File: src/rtl/core/wcct_pkg.sv
// ----------------------------------------------------------------------------
// wcct_pkg
// Shared widths, limits and class codes of the centroid cluster tracker.
// ----------------------------------------------------------------------------
`default_nettype none

package wcct_pkg;

   localparam int COORD_BITS_DEF = 16;
   localparam int WEIGHT_W       = 16;
   localparam int RADIUS_W       = 16;
   localparam int CLASS_W        = 2;
   localparam int CNT_W          = 16;
   localparam int SUM_W          = 48;
   localparam int TW_W           = 32;
   localparam int NUM_CLASSES    = 3;

   localparam logic signed [SUM_W-1:0] SUM_MAX = {1'b0, {(SUM_W-1){1'b1}}};
   localparam logic signed [SUM_W-1:0] SUM_MIN = {1'b1, {(SUM_W-1){1'b0}}};
   localparam logic [CNT_W-1:0]        CNT_MAX = {CNT_W{1'b1}};
   localparam logic [TW_W-1:0]         TW_MAX  = {TW_W{1'b1}};

   localparam logic [CLASS_W-1:0] CLASS_NONE = 2'd0;
   localparam logic [CLASS_W-1:0] CLASS_1    = 2'd1;
   localparam logic [CLASS_W-1:0] CLASS_2    = 2'd2;
   localparam logic [CLASS_W-1:0] CLASS_3    = 2'd3;

   typedef logic [CNT_W-1:0] vote_cnt_type [NUM_CLASSES];

endpackage

`default_nettype wire

File: src/rtl/core/wcct_req_if.sv
// ----------------------------------------------------------------------------
// wcct_req_if
// Point channel: position, weight and class vote with valid/ready.
// ----------------------------------------------------------------------------
`default_nettype none

interface wcct_req_if #(
   parameter int COORD_BITS = wcct_pkg::COORD_BITS_DEF
);
   import wcct_pkg::*;

   logic                        valid;
   logic                        ready;
   logic signed [COORD_BITS-1:0] pos_x;
   logic signed [COORD_BITS-1:0] pos_y;
   logic [WEIGHT_W-1:0]         weight;
   logic [CLASS_W-1:0]          class_vote;

   modport source (output valid, output pos_x, output pos_y, output weight,
                   output class_vote, input ready);
   modport sink   (input valid, input pos_x, input pos_y, input weight,
                   input class_vote, output ready);
endinterface

`default_nettype wire

File: src/rtl/core/wcct_rsp_if.sv
// ----------------------------------------------------------------------------
// wcct_rsp_if
// Result channel: inclusion flag, class, centroid and update count.
// ----------------------------------------------------------------------------
`default_nettype none

interface wcct_rsp_if #(
   parameter int COORD_BITS = wcct_pkg::COORD_BITS_DEF
);
   import wcct_pkg::*;

   logic                         valid;
   logic                         ready;
   logic                         included;
   logic [CLASS_W-1:0]           object_class;
   logic signed [COORD_BITS-1:0] centroid_x;
   logic signed [COORD_BITS-1:0] centroid_y;
   logic [CNT_W-1:0]             update_count;

   modport source (output valid, output included, output object_class,
                   output centroid_x, output centroid_y, output update_count,
                   input ready);
   modport sink   (input valid, input included, input object_class,
                   input centroid_x, input centroid_y, input update_count,
                   output ready);
endinterface

`default_nettype wire

File: src/rtl/core/weighted_centroid_cluster_tracker_core.sv
// ----------------------------------------------------------------------------
// weighted_centroid_cluster_tracker_core
// Single-object tracker: seeds on the first point, gates later points by
// radius around the weighted centroid, and keeps a majority class vote.
// ----------------------------------------------------------------------------
// One point is handled at a time; req_chan.ready is high only while the
// sequencer is idle. A rejected point skips the sum update and the divider.
// For a seed or an accepted point both centroid coordinates are recomputed
// by one shared restoring divider that retires two quotient bits per cycle
// over the 48-bit weighted sum. A single shared multiplier forms the squared
// distances, the squared radius and the weighted positions. The result sits
// in an output register, so the next point can be taken while it waits for
// rsp_chan.ready. The user must write the radius register through
// csr_wr_en/csr_wr_data only while idle; the block does not enforce it.
`default_nettype none

module weighted_centroid_cluster_tracker_core #(
   parameter int COORD_BITS = wcct_pkg::COORD_BITS_DEF
) (
   input  wire logic                          clock,
   input  wire logic                          reset,
   wcct_req_if.sink                           req_chan,
   wcct_rsp_if.source                         rsp_chan,
   input  wire logic                          csr_wr_en,
   input  wire logic [wcct_pkg::RADIUS_W-1:0] csr_wr_data
);
   import wcct_pkg::*;

   localparam int CB        = COORD_BITS;
   localparam int MA_W      = (CB + 1 > RADIUS_W + 1) ? CB + 1 : RADIUS_W + 1;
   localparam int MB_W      = WEIGHT_W + 1;
   localparam int PW        = MA_W + MB_W;
   localparam int SA_W      = ((PW > SUM_W) ? PW : SUM_W) + 1;
   localparam int SQ_W      = 2 * RADIUS_W;
   localparam int DIV_STEPS = SUM_W / 2;
   localparam int DCNT_W    = $clog2(DIV_STEPS);

   localparam logic signed [SA_W-1:0] SA_MAX = SA_W'(SUM_MAX);
   localparam logic signed [SA_W-1:0] SA_MIN = SA_W'(SUM_MIN);
   localparam logic [SUM_W-1:0] Q_POS_MAX = (SUM_W'(1) << (CB - 1)) - SUM_W'(1);
   localparam logic [SUM_W-1:0] Q_NEG_MAX = SUM_W'(1) << (CB - 1);

   localparam logic [3:0] S_IDLE = 4'd0;
   localparam logic [3:0] S_DIST = 4'd1;
   localparam logic [3:0] S_SQX  = 4'd2;
   localparam logic [3:0] S_SQY  = 4'd3;
   localparam logic [3:0] S_SQR  = 4'd4;
   localparam logic [3:0] S_CMP  = 4'd5;
   localparam logic [3:0] S_MX   = 4'd6;
   localparam logic [3:0] S_MY   = 4'd7;
   localparam logic [3:0] S_UPD  = 4'd8;
   localparam logic [3:0] S_DLD  = 4'd9;
   localparam logic [3:0] S_DRUN = 4'd10;
   localparam logic [3:0] S_OUT  = 4'd11;

   function automatic logic signed [SUM_W-1:0] sat_add(
      input logic signed [SUM_W-1:0] a,
      input logic signed [PW-1:0]    b
   );
      logic signed [SA_W-1:0] s;
      s = SA_W'(a) + SA_W'(b);
      if (s > SA_MAX) begin
         return SUM_MAX;
      end else if (s < SA_MIN) begin
         return SUM_MIN;
      end
      return s[SUM_W-1:0];
   endfunction

   logic [3:0]                state_ff, state_in;
   logic [RADIUS_W-1:0]       radius_ff;

   logic signed [CB-1:0]      px_ff, py_ff;
   logic [WEIGHT_W-1:0]       w_ff;
   logic [CLASS_W-1:0]        vote_ff;

   logic                      seeded_ff;
   logic signed [SUM_W-1:0]   sum_x_ff, sum_y_ff;
   logic [TW_W-1:0]           tw_ff;
   logic [CLASS_W-1:0]        class_ff;
   vote_cnt_type              votes_ff;
   logic [CNT_W-1:0]          acc_cnt_ff;
   logic signed [CB-1:0]      cx_ff, cy_ff;

   logic [MA_W-1:0]           dx_ff, dy_ff;
   logic                      far_ff;
   logic [SQ_W:0]             sq_ff;
   logic signed [PW-1:0]      prod_ff;
   logic                      incl_ff;

   logic [TW_W-1:0]           rem_ff;
   logic [SUM_W-1:0]          quo_ff;
   logic                      neg_ff;
   logic [DCNT_W-1:0]         dcnt_ff;
   logic                      dsel_ff;

   logic                      rsp_valid_ff;
   logic                      rsp_incl_ff;
   logic [CLASS_W-1:0]        rsp_class_ff;
   logic signed [CB-1:0]      rsp_cx_ff, rsp_cy_ff;
   logic [CNT_W-1:0]          rsp_cnt_ff;

   logic                      req_xfer;
   logic                      rsp_load;
   logic signed [MA_W-1:0]    mul_a;
   logic signed [MB_W-1:0]    mul_b;
   logic signed [PW-1:0]      prod_in;
   logic signed [CB:0]        diff_x, diff_y;
   logic [CB:0]               adx, ady;
   logic [TW_W:0]             tw_sum;
   vote_cnt_type              votes_in;
   logic [CLASS_W-1:0]        best;
   logic [TW_W:0]             r1, r2;
   logic [TW_W-1:0]           rem_a, rem_b;
   logic                      qb1, qb2;
   logic [SUM_W-1:0]          quo_in;
   logic signed [SUM_W-1:0]   div_src;
   logic [CB-1:0]             q_sat;

   assign req_xfer = req_chan.valid && req_chan.ready;
   assign rsp_load = (state_ff == S_OUT) && (!rsp_valid_ff || rsp_chan.ready);

   assign req_chan.ready        = (state_ff == S_IDLE);
   assign rsp_chan.valid        = rsp_valid_ff;
   assign rsp_chan.included     = rsp_incl_ff;
   assign rsp_chan.object_class = rsp_class_ff;
   assign rsp_chan.centroid_x   = rsp_cx_ff;
   assign rsp_chan.centroid_y   = rsp_cy_ff;
   assign rsp_chan.update_count = rsp_cnt_ff;

   // shared multiplier
   always_comb begin
      mul_a = '0;
      mul_b = '0;
      case (state_ff)
         S_SQX: begin
            mul_a = MA_W'(dx_ff[RADIUS_W-1:0]);
            mul_b = MB_W'(dx_ff[RADIUS_W-1:0]);
         end
         S_SQY: begin
            mul_a = MA_W'(dy_ff[RADIUS_W-1:0]);
            mul_b = MB_W'(dy_ff[RADIUS_W-1:0]);
         end
         S_SQR: begin
            mul_a = MA_W'(radius_ff);
            mul_b = MB_W'(radius_ff);
         end
         S_MX: begin
            mul_a = MA_W'(px_ff);
            mul_b = MB_W'(w_ff);
         end
         S_MY: begin
            mul_a = MA_W'(py_ff);
            mul_b = MB_W'(w_ff);
         end
         default: begin
            mul_a = '0;
            mul_b = '0;
         end
      endcase
   end

   assign prod_in = PW'(mul_a) * PW'(mul_b);

   assign diff_x = (CB + 1)'(px_ff) - (CB + 1)'(cx_ff);
   assign diff_y = (CB + 1)'(py_ff) - (CB + 1)'(cy_ff);
   assign adx    = diff_x[CB] ? unsigned'(-diff_x) : unsigned'(diff_x);
   assign ady    = diff_y[CB] ? unsigned'(-diff_y) : unsigned'(diff_y);

   assign tw_sum = {1'b0, tw_ff} + (TW_W + 1)'(w_ff);

   always_comb begin
      for (int i = 0; i < NUM_CLASSES; i++) begin
         votes_in[i] = votes_ff[i];
      end
      if (vote_ff != CLASS_NONE && votes_ff[vote_ff - CLASS_1] != CNT_MAX) begin
         votes_in[vote_ff - CLASS_1] = votes_ff[vote_ff - CLASS_1] + CNT_W'(1);
      end
      best = CLASS_1;
      if (votes_in[1] > votes_in[0]) begin
         best = CLASS_2;
      end
      if (votes_in[2] > votes_in[best - CLASS_1]) begin
         best = CLASS_3;
      end
   end

   // divider: two restoring steps per cycle
   always_comb begin
      r1     = {rem_ff, quo_ff[SUM_W-1]};
      qb1    = (r1 >= {1'b0, tw_ff});
      rem_a  = qb1 ? TW_W'(r1 - {1'b0, tw_ff}) : r1[TW_W-1:0];
      r2     = {rem_a, quo_ff[SUM_W-2]};
      qb2    = (r2 >= {1'b0, tw_ff});
      rem_b  = qb2 ? TW_W'(r2 - {1'b0, tw_ff}) : r2[TW_W-1:0];
      quo_in = {quo_ff[SUM_W-3:0], qb1, qb2};
      div_src = dsel_ff ? sum_y_ff : sum_x_ff;
      if (tw_ff == '0) begin
         q_sat = '0;
      end else if (!neg_ff) begin
         q_sat = (quo_in > Q_POS_MAX) ? Q_POS_MAX[CB-1:0] : quo_in[CB-1:0];
      end else begin
         q_sat = (quo_in > Q_NEG_MAX) ? Q_NEG_MAX[CB-1:0] : CB'(-quo_in);
      end
   end

   always_comb begin
      state_in = state_ff;
      case (state_ff)
         S_IDLE: begin
            if (req_xfer) begin
               state_in = seeded_ff ? S_DIST : S_MX;
            end
         end
         S_DIST: state_in = S_SQX;
         S_SQX:  state_in = S_SQY;
         S_SQY:  state_in = S_SQR;
         S_SQR:  state_in = S_CMP;
         S_CMP: begin
            if (!far_ff && sq_ff <= (SQ_W + 1)'(prod_ff[SQ_W-1:0])) begin
               state_in = S_MX;
            end else begin
               state_in = S_OUT;
            end
         end
         S_MX:   state_in = S_MY;
         S_MY:   state_in = S_UPD;
         S_UPD:  state_in = S_DLD;
         S_DLD:  state_in = S_DRUN;
         S_DRUN: begin
            if (dcnt_ff == DCNT_W'(DIV_STEPS - 1)) begin
               state_in = dsel_ff ? S_OUT : S_DLD;
            end
         end
         S_OUT: begin
            if (rsp_load) begin
               state_in = S_IDLE;
            end
         end
         default: state_in = S_IDLE;
      endcase
   end

   always_ff @(posedge clock) begin
      if (reset) begin
         state_ff     <= S_IDLE;
         radius_ff    <= '0;
         seeded_ff    <= 1'b0;
         sum_x_ff     <= '0;
         sum_y_ff     <= '0;
         tw_ff        <= '0;
         class_ff     <= CLASS_NONE;
         acc_cnt_ff   <= '0;
         cx_ff        <= '0;
         cy_ff        <= '0;
         rsp_valid_ff <= 1'b0;
         dsel_ff      <= 1'b0;
         dcnt_ff      <= '0;
         for (int i = 0; i < NUM_CLASSES; i++) begin
            votes_ff[i] <= '0;
         end
      end else begin
         state_ff <= state_in;
         if (csr_wr_en) begin
            radius_ff <= csr_wr_data;
         end
         if (state_ff == S_MY) begin
            sum_x_ff <= sat_add(sum_x_ff, prod_ff);
         end
         if (state_ff == S_UPD) begin
            sum_y_ff  <= sat_add(sum_y_ff, prod_ff);
            tw_ff     <= tw_sum[TW_W] ? TW_MAX : tw_sum[TW_W-1:0];
            votes_ff  <= votes_in;
            seeded_ff <= 1'b1;
            dsel_ff   <= 1'b0;
            if (seeded_ff) begin
               class_ff <= best;
               if (acc_cnt_ff != CNT_MAX) begin
                  acc_cnt_ff <= acc_cnt_ff + CNT_W'(1);
               end
            end else begin
               class_ff <= vote_ff;
            end
         end
         if (state_ff == S_DLD) begin
            dcnt_ff <= '0;
         end
         if (state_ff == S_DRUN) begin
            dcnt_ff <= dcnt_ff + DCNT_W'(1);
            if (dcnt_ff == DCNT_W'(DIV_STEPS - 1)) begin
               if (dsel_ff) begin
                  cy_ff <= q_sat;
               end else begin
                  cx_ff   <= q_sat;
                  dsel_ff <= 1'b1;
               end
            end
         end
         if (rsp_load) begin
            rsp_valid_ff <= 1'b1;
         end else if (rsp_chan.ready) begin
            rsp_valid_ff <= 1'b0;
         end
      end
   end

   always_ff @(posedge clock) begin
      if (req_xfer) begin
         px_ff   <= req_chan.pos_x;
         py_ff   <= req_chan.pos_y;
         w_ff    <= req_chan.weight;
         vote_ff <= req_chan.class_vote;
         incl_ff <= 1'b0;
      end
      prod_ff <= prod_in;
      case (state_ff)
         S_DIST: begin
            dx_ff <= MA_W'(adx);
            dy_ff <= MA_W'(ady);
         end
         S_SQX: begin
            far_ff <= (dx_ff > MA_W'(radius_ff)) || (dy_ff > MA_W'(radius_ff));
         end
         S_SQY: begin
            sq_ff <= (SQ_W + 1)'(prod_ff[SQ_W-1:0]);
         end
         S_SQR: begin
            sq_ff <= sq_ff + (SQ_W + 1)'(prod_ff[SQ_W-1:0]);
         end
         S_UPD: begin
            incl_ff <= 1'b1;
         end
         S_DLD: begin
            neg_ff <= div_src[SUM_W-1];
            quo_ff <= div_src[SUM_W-1] ? unsigned'(-div_src) : unsigned'(div_src);
            rem_ff <= '0;
         end
         S_DRUN: begin
            quo_ff <= quo_in;
            rem_ff <= rem_b;
         end
         default: begin
         end
      endcase
      if (rsp_load) begin
         rsp_incl_ff  <= incl_ff;
         rsp_class_ff <= class_ff;
         rsp_cx_ff    <= cx_ff;
         rsp_cy_ff    <= cy_ff;
         rsp_cnt_ff   <= acc_cnt_ff;
      end
   end

endmodule

`default_nettype wire

File: src/flat_wrapper.sv
// flat-port wrapper written by rule: the top's interface ports become plain ports
module weighted_centroid_cluster_tracker_core_flat import wcct_pkg::*;
#(
   parameter int COORD_BITS = wcct_pkg::COORD_BITS_DEF
)
  (clock, reset, csr_wr_en, csr_wr_data, req_chan_valid, req_chan_pos_x, req_chan_pos_y, req_chan_weight, req_chan_class_vote, req_chan_ready, rsp_chan_valid, rsp_chan_included, rsp_chan_object_class, rsp_chan_centroid_x, rsp_chan_centroid_y, rsp_chan_update_count, rsp_chan_ready);
  wcct_req_if #(.COORD_BITS(COORD_BITS)) req_chan_i ();
  wcct_rsp_if #(.COORD_BITS(COORD_BITS)) rsp_chan_i ();
  input  wire logic clock;
  input  wire logic reset;
  input  wire logic csr_wr_en;
  input  wire logic [wcct_pkg::RADIUS_W-1:0] csr_wr_data;
  input wire logic [$bits(req_chan_i.valid)-1:0] req_chan_valid;
  input wire logic [$bits(req_chan_i.pos_x)-1:0] req_chan_pos_x;
  input wire logic [$bits(req_chan_i.pos_y)-1:0] req_chan_pos_y;
  input wire logic [$bits(req_chan_i.weight)-1:0] req_chan_weight;
  input wire logic [$bits(req_chan_i.class_vote)-1:0] req_chan_class_vote;
  output wire logic [$bits(req_chan_i.ready)-1:0] req_chan_ready;
  output wire logic [$bits(rsp_chan_i.valid)-1:0] rsp_chan_valid;
  output wire logic [$bits(rsp_chan_i.included)-1:0] rsp_chan_included;
  output wire logic [$bits(rsp_chan_i.object_class)-1:0] rsp_chan_object_class;
  output wire logic [$bits(rsp_chan_i.centroid_x)-1:0] rsp_chan_centroid_x;
  output wire logic [$bits(rsp_chan_i.centroid_y)-1:0] rsp_chan_centroid_y;
  output wire logic [$bits(rsp_chan_i.update_count)-1:0] rsp_chan_update_count;
  input wire logic [$bits(rsp_chan_i.ready)-1:0] rsp_chan_ready;
  assign req_chan_i.valid = req_chan_valid;
  assign req_chan_i.pos_x = req_chan_pos_x;
  assign req_chan_i.pos_y = req_chan_pos_y;
  assign req_chan_i.weight = req_chan_weight;
  assign req_chan_i.class_vote = req_chan_class_vote;
  assign req_chan_ready = req_chan_i.ready;
  assign rsp_chan_valid = rsp_chan_i.valid;
  assign rsp_chan_included = rsp_chan_i.included;
  assign rsp_chan_object_class = rsp_chan_i.object_class;
  assign rsp_chan_centroid_x = rsp_chan_i.centroid_x;
  assign rsp_chan_centroid_y = rsp_chan_i.centroid_y;
  assign rsp_chan_update_count = rsp_chan_i.update_count;
  assign rsp_chan_i.ready = rsp_chan_ready;
  weighted_centroid_cluster_tracker_core #(.COORD_BITS(COORD_BITS)) u_core (.clock(clock), .reset(reset), .req_chan(req_chan_i), .rsp_chan(rsp_chan_i), .csr_wr_en(csr_wr_en), .csr_wr_data(csr_wr_data));
endmodule
File: config.mk
export PLATFORM = sky130hd
export DESIGN_NAME = weighted_centroid_cluster_tracker_core_flat
export DESIGN_NICKNAME = d
export VERILOG_FILES = /design/src/rtl/core/wcct_pkg.sv /design/src/rtl/core/wcct_req_if.sv /design/src/rtl/core/wcct_rsp_if.sv /design/src/rtl/core/weighted_centroid_cluster_tracker_core.sv /design/src/flat_wrapper.sv
export SDC_FILE = /design/constraint.sdc
export NUM_CORES = 2
export LEC_CHECK = 0
export BUFFER_PORTS_ARGS = -buffer_cell sky130_fd_sc_hd__buf_4
export CAP_MARGIN = 20
export CORE_UTILIZATION = 55
export CTS_BUF_LIST = sky130_fd_sc_hd__clkbuf_4
export CTS_CLUSTER_SIZE = 12
export DETAILED_ROUTE_END_ITERATION = 16
export HOLD_SLACK_MARGIN = 0.12
export PLACE_DENSITY = 0.74
export SYNTH_ARGS = -nofsm -noshare
export SYNTH_HDL_FRONTEND = slang
export SYNTH_SLANG_ARGS = --single-unit
File: constraint.sdc
create_clock -name clock -period 11.3 [get_ports clock]
set_clock_uncertainty 0.2 [all_clocks]
set_input_delay 1.695 -clock clock [delete_from_list [all_inputs] [get_ports clock]]
set_output_delay 1.695 -clock clock [all_outputs]
set_load 0.01 [all_outputs]
== Word-level counts from Yosys, hierarchy flattened ==
Cells that the tools add are included.
W data, S select, Z words.
Operators by class
  bitwise logic cells: 3
  shifts and indexed selects: 0
  multipliers: 1
  $add $sub $neg: 17
  magnitude comparators: 16
  divide/modulo/power cells: 0
  muxes and demuxes: 58
  reduce and logical (&&, ||, !) cells: 20
  eq/ne operators: 17
Operators by type and width (number)
  $mux W48: 9
  $mux W16: 11
  $add A48 B34 Y49: 2
  $gt A49 B48 Y1 const B: 2
  $lt A49 B48 Y1 const B: 2
  $mux W32: 3
  $pmux W48 S2: 1
  $pmux W17 S5: 1
  $ge A33 B32 Y1: 2
  $pmux W33 S2: 1
  $bmux W16 S2: 2
  $pmux W16 S4: 1
  $pmux W32 S2: 1
  $sub A32 B32 Y32: 2
  $bwmux W48: 1
  $gt A48 B15 Y1 const B: 1
  $gt A48 B16 Y1 const B: 1
  $neg A48 Y48: 1
  $pmux W4 S12: 1
  $gt A17 B16 Y1: 2
  $mul A17 B17 Y34: 1
  $neg A17 Y17: 2
  $sub A16 B16 Y17: 2
  $add A32 B16 Y33: 1
  other kinds (33): 79
Storage, ports and cells
  logic and storage cells: 168
  bits in read-only memories: 0
  bits of input ports: 71
  output and inout port bits: 53
  bits in latches: 0
  memories: 0
  register bits: 539
  RAM bits: 0

== Logic depth before layout (Yosys ltp) ==
  depth in word-level cells: 18
  gate-level depth with buffers: 41
  depth with buffers taken out: 36

== Worst setup path after synthesis ==
OpenSTA, ideal clock, no wires.
  path type: reg2reg
  from: reg u_core.vote_ff[0]
  to: reg u_core.class_ff[0]
  path slack: 3.196 ns
  clock period less this slack: 8.104 ns
  arrival time: 7.765 ns
  cell stages (with the launch flop): 42
  path buffers: 6
  cells stage by stage: edfxtp_1 -> inv_1 -> buf_1 -> ha_1 -> buf_6 -> and2b_1 -> buf_6 -> buf_6 -> a22oi_1 -> inv_1 -> ha_1 -> nand2b_1 -> nor4_4 -> a31oi_1 -> and2_1 -> buf_4 -> buf_2 -> mux2_2 -> [6 not listed] -> a21oi_1 -> o31a_1 -> o21a_1 -> o21ai_1 -> mux2i_4 -> o21ai_0 -> ha_1 -> nor2b_1 -> o21a_1 -> o21a_1 -> o21a_1 -> o21a_1 -> o21a_1 -> o21a_1 -> o211ai_1 -> a31oi_1 -> nor2_1 -> a221oi_1
RTL lines
  start: declaration: line weighted_centroid_cluster_tracker_core.sv:75  | logic [CLASS_W-1:0] vote_ff;
  start signal: assignment: line weighted_centroid_cluster_tracker_core.sv:312  | vote_ff <= req_chan.class_vote;
  end signal: assignment: line weighted_centroid_cluster_tracker_core.sv:277  | class_ff <= best;
  end signal: assignment: line weighted_centroid_cluster_tracker_core.sv:282  | class_ff <= vote_ff;
  end: declaration: line weighted_centroid_cluster_tracker_core.sv:80  | logic [CLASS_W-1:0] class_ff;

== Worst setup path after layout ==
  from: reg u_core.state_ff[0]
  to: reg u_core.prod_ff[33]
Between the ends
  cells in the longest elaborated chain, start to end: 4
  elaborated cells on any way between the ends: 9
  those cells by class: mul: 1; eq/ne: 5; mux: 2; reduce/logical: 1
RTL lines
  start: declaration: line weighted_centroid_cluster_tracker_core.sv:70  | logic [3:0] state_ff, state_in;
  start signal: assignment: line weighted_centroid_cluster_tracker_core.sv:263  | state_ff <= state_in;
  $eq A4 B3 Y1: line weighted_centroid_cluster_tracker_core.sv:135  | case (state_ff)
  $reduce_or A2 Y1 (no source line)
  $pmux W16 S4: line weighted_centroid_cluster_tracker_core.sv:135
  $mul A17 B17 Y34 (*): line weighted_centroid_cluster_tracker_core.sv:163  | assign prod_in = PW'(mul_a) * PW'(mul_b);
  net u_core.prod_in[33]: line weighted_centroid_cluster_tracker_core.sv:107  | logic signed [PW-1:0] prod_in;
  end signal: assignment: line weighted_centroid_cluster_tracker_core.sv:315  | prod_ff <= prod_in;
  end: declaration: line weighted_centroid_cluster_tracker_core.sv:88  | logic signed [PW-1:0] prod_ff;
The timed path passes the listed nets; every way through them passes the cells marked *.
A chain may end at the register's enable or synchronous reset.

==> run_results.csv <==
group,metric,value,unit
drt,wl_per_cell,19.9,um
clock_network,clockBufferDepth,3,
floorplan,fp.coreArea,0.0889,mm^2
global_route,grt_pass1_vias,41142,
synth,synthAdderAreaFrac,0.231,
power,total_power,10.7,mW
drt,drtIter0Drc,3814,
drt,ant_nets,0,
clock_network,path_clk_slew,0.08,ns
clock_network,cts_root_buf,"clkbuf_4",
synth,netlist_top_cells_count,"691 x nand2_1, 556 x inv_1, 497 x a21oi_1",
synth,synth_top_area_cell,"edfxtp_1",
floorplan,ios,124,
cells_and_area,final_area,0.0537,mm^2
worst_setup_path,cp-start-kind,"flop",
synth,yosys-mux-area-fraction,0.0301,
cells_and_area,num-nets-final,6652,
flow_run,cap_violations,0,
synth,synth-compound-area-share,0.184,
synth,ys_types,108,
sta,tightest_slew,1.43,ns
power,power_density,198,mW/mm^2
drt,drt-met1-wl,62000,um
clock_network,ctsResizeCount,0,
floorplan,die_area,0.0914,mm^2
global_route,grt_first_pass_wirelength,222000,um
sta,setup_viol,0,
synth,seq_area_frac_synth,0.268,
synth,ys_warn_count,0,
sta,rsz0062_at_grt,"false",
place,hpwl,110000,um
cells_and_area,utilization,0.604,
sta,setup_tns,0,ns
global_route,track_usage,0.309,
floorplan,initial_core_util,0.558,
drt,drc,0,
synth,synth-seq-cells,539,
place,placed_cell_area,0.0514,mm^2
min_path,hp-class,"flop to flop",
drt,top_layer_used,"met5",
drt,avgViaCountPerCell,5.99,
worst_setup_path,crit_path_max_fanout,18,
drt,wl,143000,um
cells_and_area,seqCellArea,0.0133,mm^2
sta,slew_violations,0,
synth,synthFlopType,"dfxtp_1",
clock_network,worstSkewPairLatency,1.11,ns
synth,synth_top_area_frac,0.151,
sta,slew_headroom,0.0437,
cells_and_area,syn_to_final_growth,8.24,%
synth,syn_inst,5764,
clock_network,postCtsSetupBuffers,0,
floorplan,rows,109,
power,peakVddDrop,265,uV
synth,synthArstFlopShare,0,
synth,synth-simple-area-share,0.164,
synth,synth_enable_flop_cells,250,
global_route,grt_max_degree,82,
drt,wl_met3,11300,um
drt,drtPass1Iterations,6,
synth,synth_xor_area_frac,0.0603,
clock_network,cts_sinks,539,
clock_network,ctsHoldBuffers,0,
drt,route.met2.wl,64700,um
global_route,gr-total-overflow,0,
sta,finalCriticalPeriod,9.81,ns
power,leakage,22.4,nW
cells_and_area,fill_cells,7871,
global_route,antenna_found_initial,5,
status,status,"finished, final reports clean",
sta,fin_crit_sh,0.868,
clock_network,cts_htree_levels,4,
floorplan,die_w,302,um
drt,vias,42906,
sta,worst_hold_slack,0.232,ns
place,gp_congestion,0.972,
synth,yosysMostFrequentCell,"nand2_1",
worst_setup_path,critPathCaptureType,"flop",
synth,syn_nets,6557,
synth,synth_top_family_by_area,"adder cells",
worst_setup_path,worstSetupPathType,"flop to flop",
sta,fmax,102,MHz
place,port_buffers,123,
synth,yosys-top-cells-area,"edfxtp_1 15%, dfxtp_1 12%, fa_1 12%",
cells_and_area,multi_input_area,0.0333,mm^2
synth,syn_area_per_cell,8.61,um^2
sta,hold_viol,0,
worst_setup_path,cp.arrival,10.52,ns
worst_setup_path,required,12.01,ns
floorplan,die_h,302,um
clock_network,cts_buffers,155,
synth,synth_area,0.0496,mm^2
clock_network,cts_tree,"yes",
cells_and_area,drive_gt1_frac,0.0953,
[critical path, stage by stage, from the launching register on]
cell and delay, ns:
dfxtp_1 0.72, nand2b_1 0.34, nor2_1 0.91, a22oi_1 0.24, o21ai_0 0.19, a221o_1 0.66, nand2_1 0.18, fa_1 0.58
inv_1 0.06, fa_1 0.53, inv_1 0.05, fa_1 0.46, fa_1 0.51, inv_1 0.06, fa_1 0.54, inv_1 0.06
fa_1 0.53, inv_1 0.04, ha_1 0.40, nand4_1 0.17, a311oi_1 0.54, o32ai_1 0.31, o31ai_1 0.59, nand4_1 0.24
a41oi_1 0.21, o21a_1 0.13, nor2_1 0.04, xnor2_1 0.11
[final timing paths]
check | from | to | slack [ns] | cells after the start
setup / recovery | u_core.state_ff[0]$_SDFFE_PP0P_ | u_core.prod_ff[33]$_DFF_P_ | 1.49 | 27
hold / removal | u_core.incl_ff$_SDFFE_PP1P_ | u_core.rsp_chan.included$_DFFE_PP_ | 0.23 | 0
setup reg to reg | u_core.state_ff[0]$_SDFFE_PP0P_ | u_core.prod_ff[33]$_DFF_P_ | 1.49 | 27
hold reg to reg | u_core.incl_ff$_SDFFE_PP1P_ | u_core.rsp_chan.included$_DFFE_PP_ | 0.23 | 0
[final cells by class]
cell class | count | share of cell area
diodes | 7 | 0.000326
well taps | 1165 | 0.0271
multi-input cells | 4438 | 0.620
clock buffers | 217 | 0.0303
flip-flops and latches | 539 | 0.248
clock inverters | 73 | 0.0121
repair buffers | 167 | 0.0234
inverters | 558 | 0.0390
[sequential cells by signal, summed over array words and instances, names as in the netlist, 4 cells and up]
register / cells
u_core.w_ff: 16
u_core.sum_x_ff: 48
u_core.tw_ff: 32
u_core.dcnt_ff: 5
u_core.py_ff: 16
u_core.rsp_chan.centroid_y: 16
u_core.prod_ff: 34
u_core.acc_cnt_ff: 16
u_core.rsp_chan.centroid_x: 16
u_core.dx_ff: 17
u_core.rsp_chan.update_count: 16
u_core.sum_y_ff: 48
u_core.cy_ff: 16
u_core.cx_ff: 16
u_core.dy_ff: 17
u_core.px_ff: 16
u_core.votes_ff: 48
u_core.state_ff: 4
u_core.rem_ff: 32
u_core.quo_ff: 48
u_core.radius_ff: 16
u_core.sq_ff: 33
[power by group]
part           total [mW]  switching (mW)  internal (mW)
Sequential           2.76           0.358           2.40
Combinational        5.76            3.59           2.17
Clock                2.13           0.953           1.18
Total                10.7            4.90           5.75
[layout by cell type, fill, tap and decap left out, drive strengths merged, types with 43 or more instances in the layout]
| cell | instances |
|---|---|
| xor2 | 136 |
| buf | 165 |
| o21bai | 50 |
| a21oi | 501 |
| dfxtp | 289 |
| inv | 563 |
| clkbuf | 219 |
| nand2 | 694 |
| nor2 | 449 |
| o21a | 62 |
| xnor2 | 205 |
| o21ai | 329 |
| nor2b | 66 |
| edfxtp | 250 |
| nand2b | 43 |
| a211oi | 60 |
| a21o | 133 |
| nor4 | 49 |
| nand3 | 76 |
| nand4 | 72 |
| nor3 | 134 |
| fa | 287 |
| mux2i | 104 |
| clkinv | 53 |
| ha | 435 |
[logic make-up after synthesis]
group	Yosys count
adders and majority gates	747
and+or+nand+nor	1770
muxes	143
AOI/OAI and AO/OA	1437
buffers and inverters	787
xor gates and xnor gates	341
DFF	539
[stage by stage]
stage | cells | setup slack (ns)
global route | 7162 | 0.964
floorplan | 5764 | 3.20
detailed placement | 6865 | 1.77
global placement | 6865 | 1.74
CTS | 7155 | 1.70
finish | 7164 | 1.49
[layer usage]
layer	vias to the layer above	global-route usage
met5	-	0
met4	2	0.128
met3	281	0.0526
met2	1595	0.480
met1	20604	0.426
li1	20424	-
(Power assumes the default switching activity.)
